--- config.mk ---
export PLATFORM = sky130hd
export DESIGN_NAME = utf8_stream_validator_unit
export DESIGN_NICKNAME = d
export VERILOG_FILES = /design/src/rtl/core/utf8v_pkg.sv /design/src/rtl/core/utf8v_lane.sv /design/src/rtl/core/utf8v_core.sv /design/src/rtl/core/utf8_stream_validator_unit.sv
export SDC_FILE = /design/constraint.sdc
export NUM_CORES = 1
export LEC_CHECK = 0
export BUFFER_PORTS_ARGS = -buffer_cell sky130_fd_sc_hd__buf_2
export CORE_MARGIN = 2
export CORE_UTILIZATION = 62
export DETAILED_ROUTE_END_ITERATION = 8
export PLACE_DENSITY = 0.83
export RECOVER_POWER = 50
export SYNTH_ARGS = -nofsm -noshare
export SYNTH_HDL_FRONTEND = slang
export SYNTH_SLANG_ARGS = --single-unit
--- constraint.sdc ---
create_clock -name clk_i -period 6.1 [get_ports clk_i]
set_input_delay 0.305 -clock clk_i [delete_from_list [all_inputs] [get_ports clk_i]]
set_output_delay 0.305 -clock clk_i [all_outputs]
set_load 0.02 [all_outputs]
--- src/rtl/core/utf8v_pkg.sv ---
// ----------------------------------------------------------------------------
// utf8v_pkg
// Shared constants, tables and types of the UTF-8 stream validator.
// ----------------------------------------------------------------------------
package utf8v_pkg;

  localparam int unsigned BytesPerItemDef = 8;
  localparam int unsigned CtxDepth        = 3;
  localparam int unsigned ByteCountW      = 4;

  localparam logic [7:0] LeadMin   = 8'hC0;
  localparam logic [2:0] ThreeLead = 3'b111;

  // result of one transaction
  typedef struct packed {
    logic error_seen;
    logic done_res;
    logic valid_res;
  } result_t;

  // continuation bytes owed after a byte with this high nibble
  function automatic logic [1:0] lead_len(input logic [3:0] nib);
    logic [1:0] r;
    unique case (nib) inside
      4'hC, 4'hD: r = 2'd1;
      4'hE:       r = 2'd2;
      4'hF:       r = 2'd3;
      default:    r = 2'd0;
    endcase
    return r;
  endfunction

  function automatic logic [7:0] lo_bound(input logic [3:0] idx);
    logic [7:0] r;
    unique case (idx) inside
      4'd0:                   r = 8'h00;
      4'd1, 4'd2, 4'd3, 4'd5,
      4'd7:                   r = 8'h80;
      4'd4:                   r = 8'hA0;
      4'd6:                   r = 8'h90;
      4'd8:                   r = 8'hC2;
      default:                r = 8'hFF;
    endcase
    return r;
  endfunction

  function automatic logic [7:0] hi_bound(input logic [3:0] idx);
    logic [7:0] r;
    unique case (idx) inside
      4'd0:                         r = 8'h7F;
      4'd1, 4'd2, 4'd3, 4'd4, 4'd6: r = 8'hBF;
      4'd5:                         r = 8'h9F;
      4'd7:                         r = 8'h8F;
      4'd8:                         r = 8'hF4;
      default:                      r = 8'h00;
    endcase
    return r;
  endfunction

  // range adjustment after a previous byte of E0..FF, indexed by its low bits
  function automatic logic [2:0] shift_adj(input logic [4:0] pos);
    logic [2:0] r;
    unique case (pos) inside
      5'd0:         r = 3'd2;
      5'd13, 5'd16: r = 3'd3;
      5'd20:        r = 3'd4;
      default:      r = 3'd0;
    endcase
    return r;
  endfunction

  // continuation bytes still owed, seen from the three latest bytes
  function automatic logic [1:0] pending_idx(input logic [7:0] p0,
                                             input logic [7:0] p1,
                                             input logic [7:0] p2);
    logic [1:0] l1;
    logic [1:0] l2;
    l1 = lead_len(p1[7:4]);
    l2 = lead_len(p2[7:4]);
    return lead_len(p0[7:4])
         | ((l1 > 2'd1) ? l1 - 2'd1 : 2'd0)
         | ((l2 > 2'd2) ? l2 - 2'd2 : 2'd0);
  endfunction

endpackage

--- src/rtl/core/utf8v_lane.sv ---
// ----------------------------------------------------------------------------
// utf8v_lane
// Range check of one stream byte against the three bytes before it.
// ----------------------------------------------------------------------------
module utf8v_lane (
  input  logic [7:0] cur_i,
  input  logic [7:0] prev0_i,
  input  logic [7:0] prev1_i,
  input  logic [7:0] prev2_i,
  output logic       bad_o
);
  import utf8v_pkg::*;

  logic [3:0] idx;

  always_comb begin
    idx = {(cur_i >= LeadMin), 1'b0, pending_idx(prev0_i, prev1_i, prev2_i)};
    // lead bytes E0, ED, F0 and F4 narrow the next range
    if (prev0_i[7:5] == ThreeLead) begin
      idx = idx + {1'b0, shift_adj(prev0_i[4:0])};
    end
    bad_o = (cur_i < lo_bound(idx)) || (cur_i > hi_bound(idx));
  end

endmodule

--- src/rtl/core/utf8v_core.sv ---
// ----------------------------------------------------------------------------
// utf8v_core
// Word check: one lane per byte, carried byte context and sticky error.
// ----------------------------------------------------------------------------
module utf8v_core #(
  parameter int unsigned BytesPerItem = utf8v_pkg::BytesPerItemDef,
  parameter int unsigned CntW         = $clog2(BytesPerItem + 1)
) (
  input  logic                      clk_i,
  input  logic                      rst_ni,
  input  logic                      adv_i,
  input  logic [8*BytesPerItem-1:0] data_i,
  input  logic [CntW-1:0]           cnt_i,
  input  logic                      last_i,
  output utf8v_pkg::result_t        res_o
);
  import utf8v_pkg::*;

  localparam int unsigned ExtLen = BytesPerItem + CtxDepth;

  // index 0 is the most recent byte
  logic [7:0] ctx_q [CtxDepth];
  logic [7:0] ctx_d [CtxDepth];
  logic       sticky_q, sticky_d;

  logic [7:0]              ext [ExtLen];
  logic [BytesPerItem-1:0] bad;
  logic [7:0]              nctx [CtxDepth];
  logic                    word_err;
  logic                    final_err;

  // oldest context byte first, then the word bytes in stream order
  always_comb begin
    for (int i = 0; i < CtxDepth; i++) begin
      ext[i] = ctx_q[CtxDepth-1-i];
    end
    for (int j = 0; j < BytesPerItem; j++) begin
      ext[CtxDepth+j] = data_i[8*j +: 8];
    end
  end

  for (genvar k = 0; k < BytesPerItem; k++) begin : g_lane
    utf8v_lane u_lane (
      .cur_i  (ext[k+3]),
      .prev0_i(ext[k+2]),
      .prev1_i(ext[k+1]),
      .prev2_i(ext[k]),
      .bad_o  (bad[k])
    );
  end

  always_comb begin
    word_err = sticky_q;
    for (int k = 0; k < BytesPerItem; k++) begin
      if ((CntW'(k) < cnt_i) && bad[k]) begin
        word_err = 1'b1;
      end
    end
    // the three latest valid bytes become the new context
    for (int i = 0; i < CtxDepth; i++) begin
      nctx[i] = ctx_q[i];
    end
    for (int j = 0; j <= BytesPerItem; j++) begin
      if (cnt_i == CntW'(j)) begin
        for (int i = 0; i < CtxDepth; i++) begin
          nctx[i] = ext[j+CtxDepth-1-i];
        end
      end
    end
    final_err = word_err || (pending_idx(nctx[0], nctx[1], nctx[2]) != 2'd0);

    res_o.error_seen = last_i ? final_err : word_err;
    res_o.done_res   = last_i;
    res_o.valid_res  = last_i && !final_err;

    for (int i = 0; i < CtxDepth; i++) begin
      ctx_d[i] = last_i ? 8'h00 : nctx[i];
    end
    sticky_d = last_i ? 1'b0 : word_err;
  end

  always_ff @(posedge clk_i or negedge rst_ni) begin
    if (!rst_ni) begin
      for (int i = 0; i < CtxDepth; i++) begin
        ctx_q[i] <= 8'h00;
      end
      sticky_q <= 1'b0;
    end else if (adv_i) begin
      ctx_q    <= ctx_d;
      sticky_q <= sticky_d;
    end
  end

endmodule

--- src/rtl/core/utf8_stream_validator_unit.sv ---
// ----------------------------------------------------------------------------
// utf8_stream_validator_unit
// UTF-8 stream validator, up to BYTES_PER_ITEM bytes per word.
// ----------------------------------------------------------------------------
// Accepts one word per clock cycle while the result side does not stall,
// and returns one result per word through the input register and then the
// result register. All bytes of a word are checked in parallel lanes; the
// cycle is set by the path from the carried three-byte context through the
// per-byte range lookup and the final unfinished-sequence check into the
// sticky flag and result register. The error flag is sticky until the word
// marked last, whose result carries the verdict; that word also clears the
// context and the flag. Counts above BYTES_PER_ITEM saturate.
module utf8_stream_validator_unit #(
  parameter int unsigned BYTES_PER_ITEM = utf8v_pkg::BytesPerItemDef
) (
  input  logic                                  clk_i,
  input  logic                                  rst_ni,
  input  logic                                  in_valid_i,
  output logic                                  in_ready_o,
  input  logic [8*BYTES_PER_ITEM-1:0]           data_word_i,
  input  logic [utf8v_pkg::ByteCountW-1:0]      byte_count_i,
  input  logic                                  last_i,
  output logic                                  out_valid_o,
  input  logic                                  out_ready_i,
  output logic                                  error_seen_o,
  output logic                                  done_res_o,
  output logic                                  valid_res_o
);
  import utf8v_pkg::*;

  localparam int unsigned CntW = $clog2(BYTES_PER_ITEM + 1);

  logic                        s1_vld_q;
  logic [8*BYTES_PER_ITEM-1:0] s1_data_q;
  logic [CntW-1:0]             s1_cnt_q;
  logic                        s1_last_q;
  logic [CntW-1:0]             cnt_sat;

  logic    out_vld_q;
  result_t out_res_q;
  result_t core_res;

  logic out_free;
  logic s1_adv;
  logic in_xact;

  assign out_free   = !out_vld_q || out_ready_i;
  assign s1_adv     = s1_vld_q && out_free;
  assign in_ready_o = !s1_vld_q || out_free;
  assign in_xact    = in_valid_i && in_ready_o;

  assign cnt_sat = (byte_count_i > ByteCountW'(BYTES_PER_ITEM))
                 ? CntW'(BYTES_PER_ITEM) : byte_count_i[CntW-1:0];

  always_ff @(posedge clk_i or negedge rst_ni) begin
    if (!rst_ni) begin
      s1_vld_q  <= 1'b0;
      out_vld_q <= 1'b0;
    end else begin
      if (in_xact) begin
        s1_vld_q <= 1'b1;
      end else if (s1_adv) begin
        s1_vld_q <= 1'b0;
      end
      if (s1_adv) begin
        out_vld_q <= 1'b1;
      end else if (out_ready_i) begin
        out_vld_q <= 1'b0;
      end
    end
  end

  always_ff @(posedge clk_i) begin
    if (in_xact) begin
      s1_data_q <= data_word_i;
      s1_cnt_q  <= cnt_sat;
      s1_last_q <= last_i;
    end
    if (s1_adv) begin
      out_res_q <= core_res;
    end
  end

  utf8v_core #(
    .BytesPerItem(BYTES_PER_ITEM),
    .CntW        (CntW)
  ) u_core (
    .clk_i (clk_i),
    .rst_ni(rst_ni),
    .adv_i (s1_adv),
    .data_i(s1_data_q),
    .cnt_i (s1_cnt_q),
    .last_i(s1_last_q),
    .res_o (core_res)
  );

  assign out_valid_o  = out_vld_q;
  assign error_seen_o = out_res_q.error_seen;
  assign done_res_o   = out_res_q.done_res;
  assign valid_res_o  = out_res_q.valid_res;

endmodule

==> results.ini, run 1 <==
[power_and_ir_drop]
irDropWorstVdd_mv=0.1842
powerDensity_nw_per_um2=189.4
leakage_nw=4.550

[routing]
wl_mm=28.12
met3_length_mm=2.577
met2_wirelength_mm=12.54
wl_per_cell_um=19.68
ant_nets=0
drc=0
drt-met1-wl_mm=12.16
vias=9547
top_layer_used=met4
vias_per_cell=6.681
drtIter0Drc=1072
drt_pass1_iterations=6

[logic_synthesis]
synthArstFlopShare=0.2088
yosysWarningCount=0
synth-seq-area-share=0.2643
synthCells=1158
synth_fp_nets=1375
synth_flop_cell=edfxtp_1
synth_edf_count=72
avgSynthCellArea_um2=8.619
synth_cell_type_count=91
synth_area_um2=9981
ys_ff_latch=91

[job]
cap_violations=0

[worst_setup_path]
crit_path_end_kind=flop
cp_max_fo=10
startpoint_type=flop
crit_required_ns=6.20
critPathKind=reg -> reg
cp_data_arrival_time_ns=5.49

[sta]
period_needed_ns=5.398
slew_headroom=0.2835
tightest_slew_ns=1.075
drv_slew=0
fin_ws_ns=0.7024
holdWs_ns=0.1104
rsz0062_at_grt=false
tns_ns=0
setup_viol=0
fin_crit_sh=0.8849
skew_ns=0.01185
max_freq_mhz=185.3
hold_violations=0

[global_routing]
grt_max_degree=69
grt_pass1_vias=8589
grt_pass1_wl_mm=44.76
grt_antenna_before_repair=0
grtUsageTotal=0.3348
grt_overflow=0

[final_layout]
n_antenna_cell=0
drive_gt1_frac=0.1022
synthToLayoutAreaGrowth_pct=7.546
fin_util=0.6782
layout_commonest_cell=ha_1
final_cell_mix=136 x ha_1, 108 x a21oi_1, 101 x nand2_1
fillCellCount=1308
multi_input_area_um2=6817
nets=1425
finalInstanceArea_um2=10730
final-seq-area_um2=2638

[worst_hold_path]
worstHoldPathType=in -> reg

[clocking]
clk_pin_slew_ns=0.08
cts_made_buffers=9
cts_setup_buffers=0
htreeDepth=3
clk_latency_ns=0.37
cts-root-buf=clkbuf_16
cts_tree=built
clk_path_buf_depth=2
clock_sinks=91

[die]
initial_core_util=0.6306
die_x_um=130.9
die_area_um2=17130
chipHeight_um=130.9
num_io_pins=78
fp-row-count=46
core-area_um2=15830

[placed_design]
dpl.hpwl_mm=21.40
placed_area_um2=10440
port_buffers=77
gp_congestion=1.026
dpl_worst_slack_ns=0.9146

[outcome]
status=finished clean

==> final timing paths <==
check | start | endpoint | slack [ns] | cells after the start
max | s1_data_q[31] | error_seen_o | 0.70 | 20
min | data_word_i[49] | s1_data_q[49] | 0.11 | 1
max reg2reg | s1_data_q[31] | error_seen_o | 0.70 | 20
min in group asynchronous | rst_ni | u_core.ctx_q[15] | 0.66 | 2
min reg2reg | s1_vld_q | out_valid_o | 0.51 | 1
max in group asynchronous | rst_ni | u_core.ctx_q[22] | 4.79 | 2
==> area by class of cell <==
| type | count | area share |
|---|---|---|
| well taps | 216 | 0.02518 |
| flip-flops and latches | 91 | 0.2457 |
| inverters | 73 | 0.02564 |
| multi-input cells | 948 | 0.6350 |
| repair buffers | 85 | 0.04068 |
| clock buffers | 9 | 0.02098 |
| clock inverters | 7 | 0.006761 |
==> registers in the layout, indices dropped and copies added (netlist names) <==
signal / flops
out_valid_o: 1
valid_res_o: 1
error_seen_o: 1
u_core.ctx_q: 16
done_res_o: 1
u_core.sticky_q: 1
s1_data_q: 64
s1_last_q: 1
s1_vld_q: 1
s1_cnt_q: 4
==> logic make-up (layout without fill, tap and decap cells) <==
family | Yosys count | in the layout | share of synthesized area
xor+xnor | 25 | 25 | 0.02269
flops | 91 | 91 | 0.2643
buf+inv | 119 | 174 | 0.05290
compound gates | 353 | 353 | 0.2295
simple gates | 403 | 403 | 0.2170
fa+ha+maj | 144 | 144 | 0.1865
mux | 23 | 23 | 0.02708
==> report_power, final <==
group	total [mW]	switching (mW)	internal, mW
Sequential	0.827	0.0982	0.728
Clock	0.568	0.280	0.288
Combinational	0.639	0.380	0.259
Total	2.03	0.758	1.28
==> cell usage after synthesis, drive strengths merged (21+ instances only) <==
master,instances,share of area
clkbuf,25,0.0097
ha,136,0.17
edfxtp,72,0.22
inv,72,0.027
nor3,21,0.011
nor2b,24,0.015
nand2,103,0.039
o22ai,22,0.014
a21oi,110,0.056
nor2,88,0.033
nand3,36,0.018
o21ai,65,0.033
==> through the flow <==
| stage | cells | total power, mW |
|---|---|---|
| after floorplan | 1158 | 1.261 |
| after global placement | 1412 | 1.437 |
| after detailed placement | 1412 | 1.453 |
| after CTS | 1429 | 2.021 |
| after global routing | 1429 | 2.137 |
| final | 1429 | 2.033 |
==> what timing repair did <==
action,4_1_cts,5_1_grt
hold buffers,1,0
resized for setup,0,0
hold endpoints to repair,19,0
==> worst max-delay path, stage by stage (launching register included) <==
cell and delay, ns:
edfxtp_1 0.60, nand3_1 0.28, o221ai_1 0.29, ha_1 0.21
inv_1 0.06, fa_1 0.49, nor4bb_1 0.30, a21o_1 0.16
a21oi_1 0.08, or2_2 0.34, nand2_1 0.14, inv_1 0.08
a31oi_1 0.16, ha_1 0.20, o2111ai_1 0.11, a21oi_1 0.35
o311ai_0 0.37, a21oi_1 0.26, nand4_1 0.13, nor4_2 0.39
o21ai_0 0.14
==> per-layer routing <==
metal,vias up,global-route usage
met5,-,0
li1,4489,-
met4,0,0.1139
met2,515,0.5202
met3,66,0.05293
met1,4477,0.4776
No activity file was read; power rests on OpenSTA's default activity.
==> inputs of run 2 (changes only) <==
CORE_UTILIZATION = 56   (was 62)
PLACE_DENSITY = 0.79   (was 0.83)
clock period = 4.9 ns   (was 6.1 ns; I/O delays follow)
==> run 2 against run 1 <==
  * Sequential share of layout area fell by 1.7 points
  * Largest power group unchanged
  * Register-to-register slack lost 0.51 ns
  * Worst setup slack got worse by 0.51 ns
  * Critical path type unchanged
  * Clock skew fell by 0.0017 ns
  * Wire length up 5.8%
  * Fmax rose by 15%
  * Clock power rose by 30%
  * Highest routed layer unchanged
  * Total power grew 30%
  * Non-clock buffer count grew 93
==> results.ini, run 2 (synthesized netlist as in run 1, its figures left out) <==
[outcome]
status=finished clean

[routing]
vias_per_cell=6.479
wl_mm=29.74
ant_nets=0
vias=9920
drc=0
drtIter0Drc=1301
wl_per_cell_um=19.42
drt_pass1_iterations=7

[global_routing]
grtUsageTotal=0.3130
grt_pass1_vias=9058
grt_overflow=0
grt_max_degree=70
grt_antenna_before_repair=0
grt_pass1_wl_mm=46.06

[die]
die_area_um2=18910
num_io_pins=78
fp-row-count=48
core-area_um2=17360
die_x_um=137.5
initial_core_util=0.5750
chipHeight_um=137.5

[final_layout]
n_antenna_cell=0
nets=1518
synthToLayoutAreaGrowth_pct=15.42
drive_gt1_frac=0.1769
largest_register_ffs=64
finalInstanceArea_um2=11520
layout_commonest_cell=ha_1
reg_top3=s1_data_q x64, u_core.ctx_q x16, s1_cnt_q x4
final_cell_mix=136 x ha_1, 105 x a21oi_1, 100 x buf_4
regMostFlops=s1_data_q

[clocking]
cts_made_buffers=9
cts_tree=built
cts-root-buf=clkbuf_16
htreeDepth=3
clk_latency_ns=0.37
clock_sinks=91
clk_path_buf_depth=2
clk_pin_slew_ns=0.08

[sta]
drv_slew=0
slew_headroom=0.2903
setup_viol=0
tightest_slew_ns=1.065
hold_violations=0
max_freq_mhz=212.5
fin_ws_ns=0.1945
skew_ns=0.01015
period_needed_ns=4.705
fin_crit_sh=0.9603

[worst_setup_path]
startpoint_type=flop
cp_max_fo=7
crit_path_end_kind=flop
critPathKind=reg -> reg
cp_data_arrival_time_ns=4.81
crit_required_ns=5.01

[placed_design]
placed_area_um2=10830
port_buffers=77
dpl.hpwl_mm=22.01
dpl_worst_slack_ns=0.08554
gp_congestion=0.9759

[worst_hold_path]
worstHoldPathType=in -> reg

[job]
cap_violations=0

[power_and_ir_drop]
irDropWorstVdd_mv=0.1903
leakage_nw=5.013
powerDensity_nw_per_um2=229.7

==> run 2: worst paths after layout <==
check	start	end	slack [ns]	cells after the start
worst max-delay path	s1_data_q[22]	error_seen_o	0.19	19
worst min-delay path	data_word_i[53]	s1_data_q[53]	0.04	1
worst max register to register	s1_data_q[22]	error_seen_o	0.19	19
worst min register to register	s1_vld_q	out_valid_o	0.50	1
max in group asynchronous	rst_ni	u_core.ctx_q[21]	3.62	2
min in group asynchronous	rst_ni	u_core.ctx_q[13]	0.58	2
==> run 2: layer usage <==
metal	wire length [um]	share of wire	vias up	track usage
met5	0	0	-	0
li1	-	-	4678	-
met1	12570	0.42	4634	0.4194
met3	2659	0.089	78	0.06402
met2	13600	0.46	530	0.4914
met4	906	0.030	0	0.1312
==> run 2: final cells by class <==
type | count | area [um^2]
multi-input combinational | 948 | 6888
fill | 1414 | 5837
sequential | 91 | 2639
timing repair buffer | 178 | 1135
tap | 225 | 281.5
inverter | 73 | 275.3
clock buffer | 9 | 225.2
clock inverter | 7 | 76.32
==> run 2: worst max-delay path: stages, from the launching register on <==
cell	delay (ns)
edfxtp_1	0.54
and3_4	0.26
nand2_1	0.12
nand2_1	0.12
ha_1	0.30
a21oi_1	0.40
or3b_2	0.50
xor2_1	0.16
a21oi_1	0.08
a21oi_1	0.18
xor2_1	0.20
ha_1	0.28
nand2_1	0.08
nor2_1	0.04
a211oi_1	0.23
a22oi_1	0.12
a21oi_2	0.20
o22ai_2	0.16
nor4_4	0.32
o21ai_0	0.15
==> run 2: stage by stage <==
stage | TNS [ns] | hold WS, ns | power (mW) | util | std cells
floorplan | 0 | -0.05059 | 1.569 | - | 1158
global placement | 0 | 0.2035 | 1.817 | 0.6241 | 1472
detailed placement | 0 | 0.2107 | 1.840 | 0.6241 | 1472
CTS | 0 | 0.03601 | 2.581 | 0.6421 | 1489
global route | -0.06263 | 0.03834 | 2.785 | 0.6637 | 1531
finish | 0 | 0.03894 | 2.646 | 0.6637 | 1531
==> run 2: power breakdown <==
part	switching [mW]	internal (mW)	total, mW	leakage (nW)
registers	0.105	0.907	1.01	0.936
clock network	0.375	0.366	0.741	0.151
logic	0.510	0.382	0.892	3.93
==> run 2: repair_timing <==
| item | in CTS | in global routing |
|---|---|---|
| endpoints found under the hold margin | 19 | 0 |
| gates resized for setup | 0 | 18 |
| setup endpoints to repair | 0 | 3 |
| hold buffers | 1 | 0 |
| setup buffers | 0 | 42 |
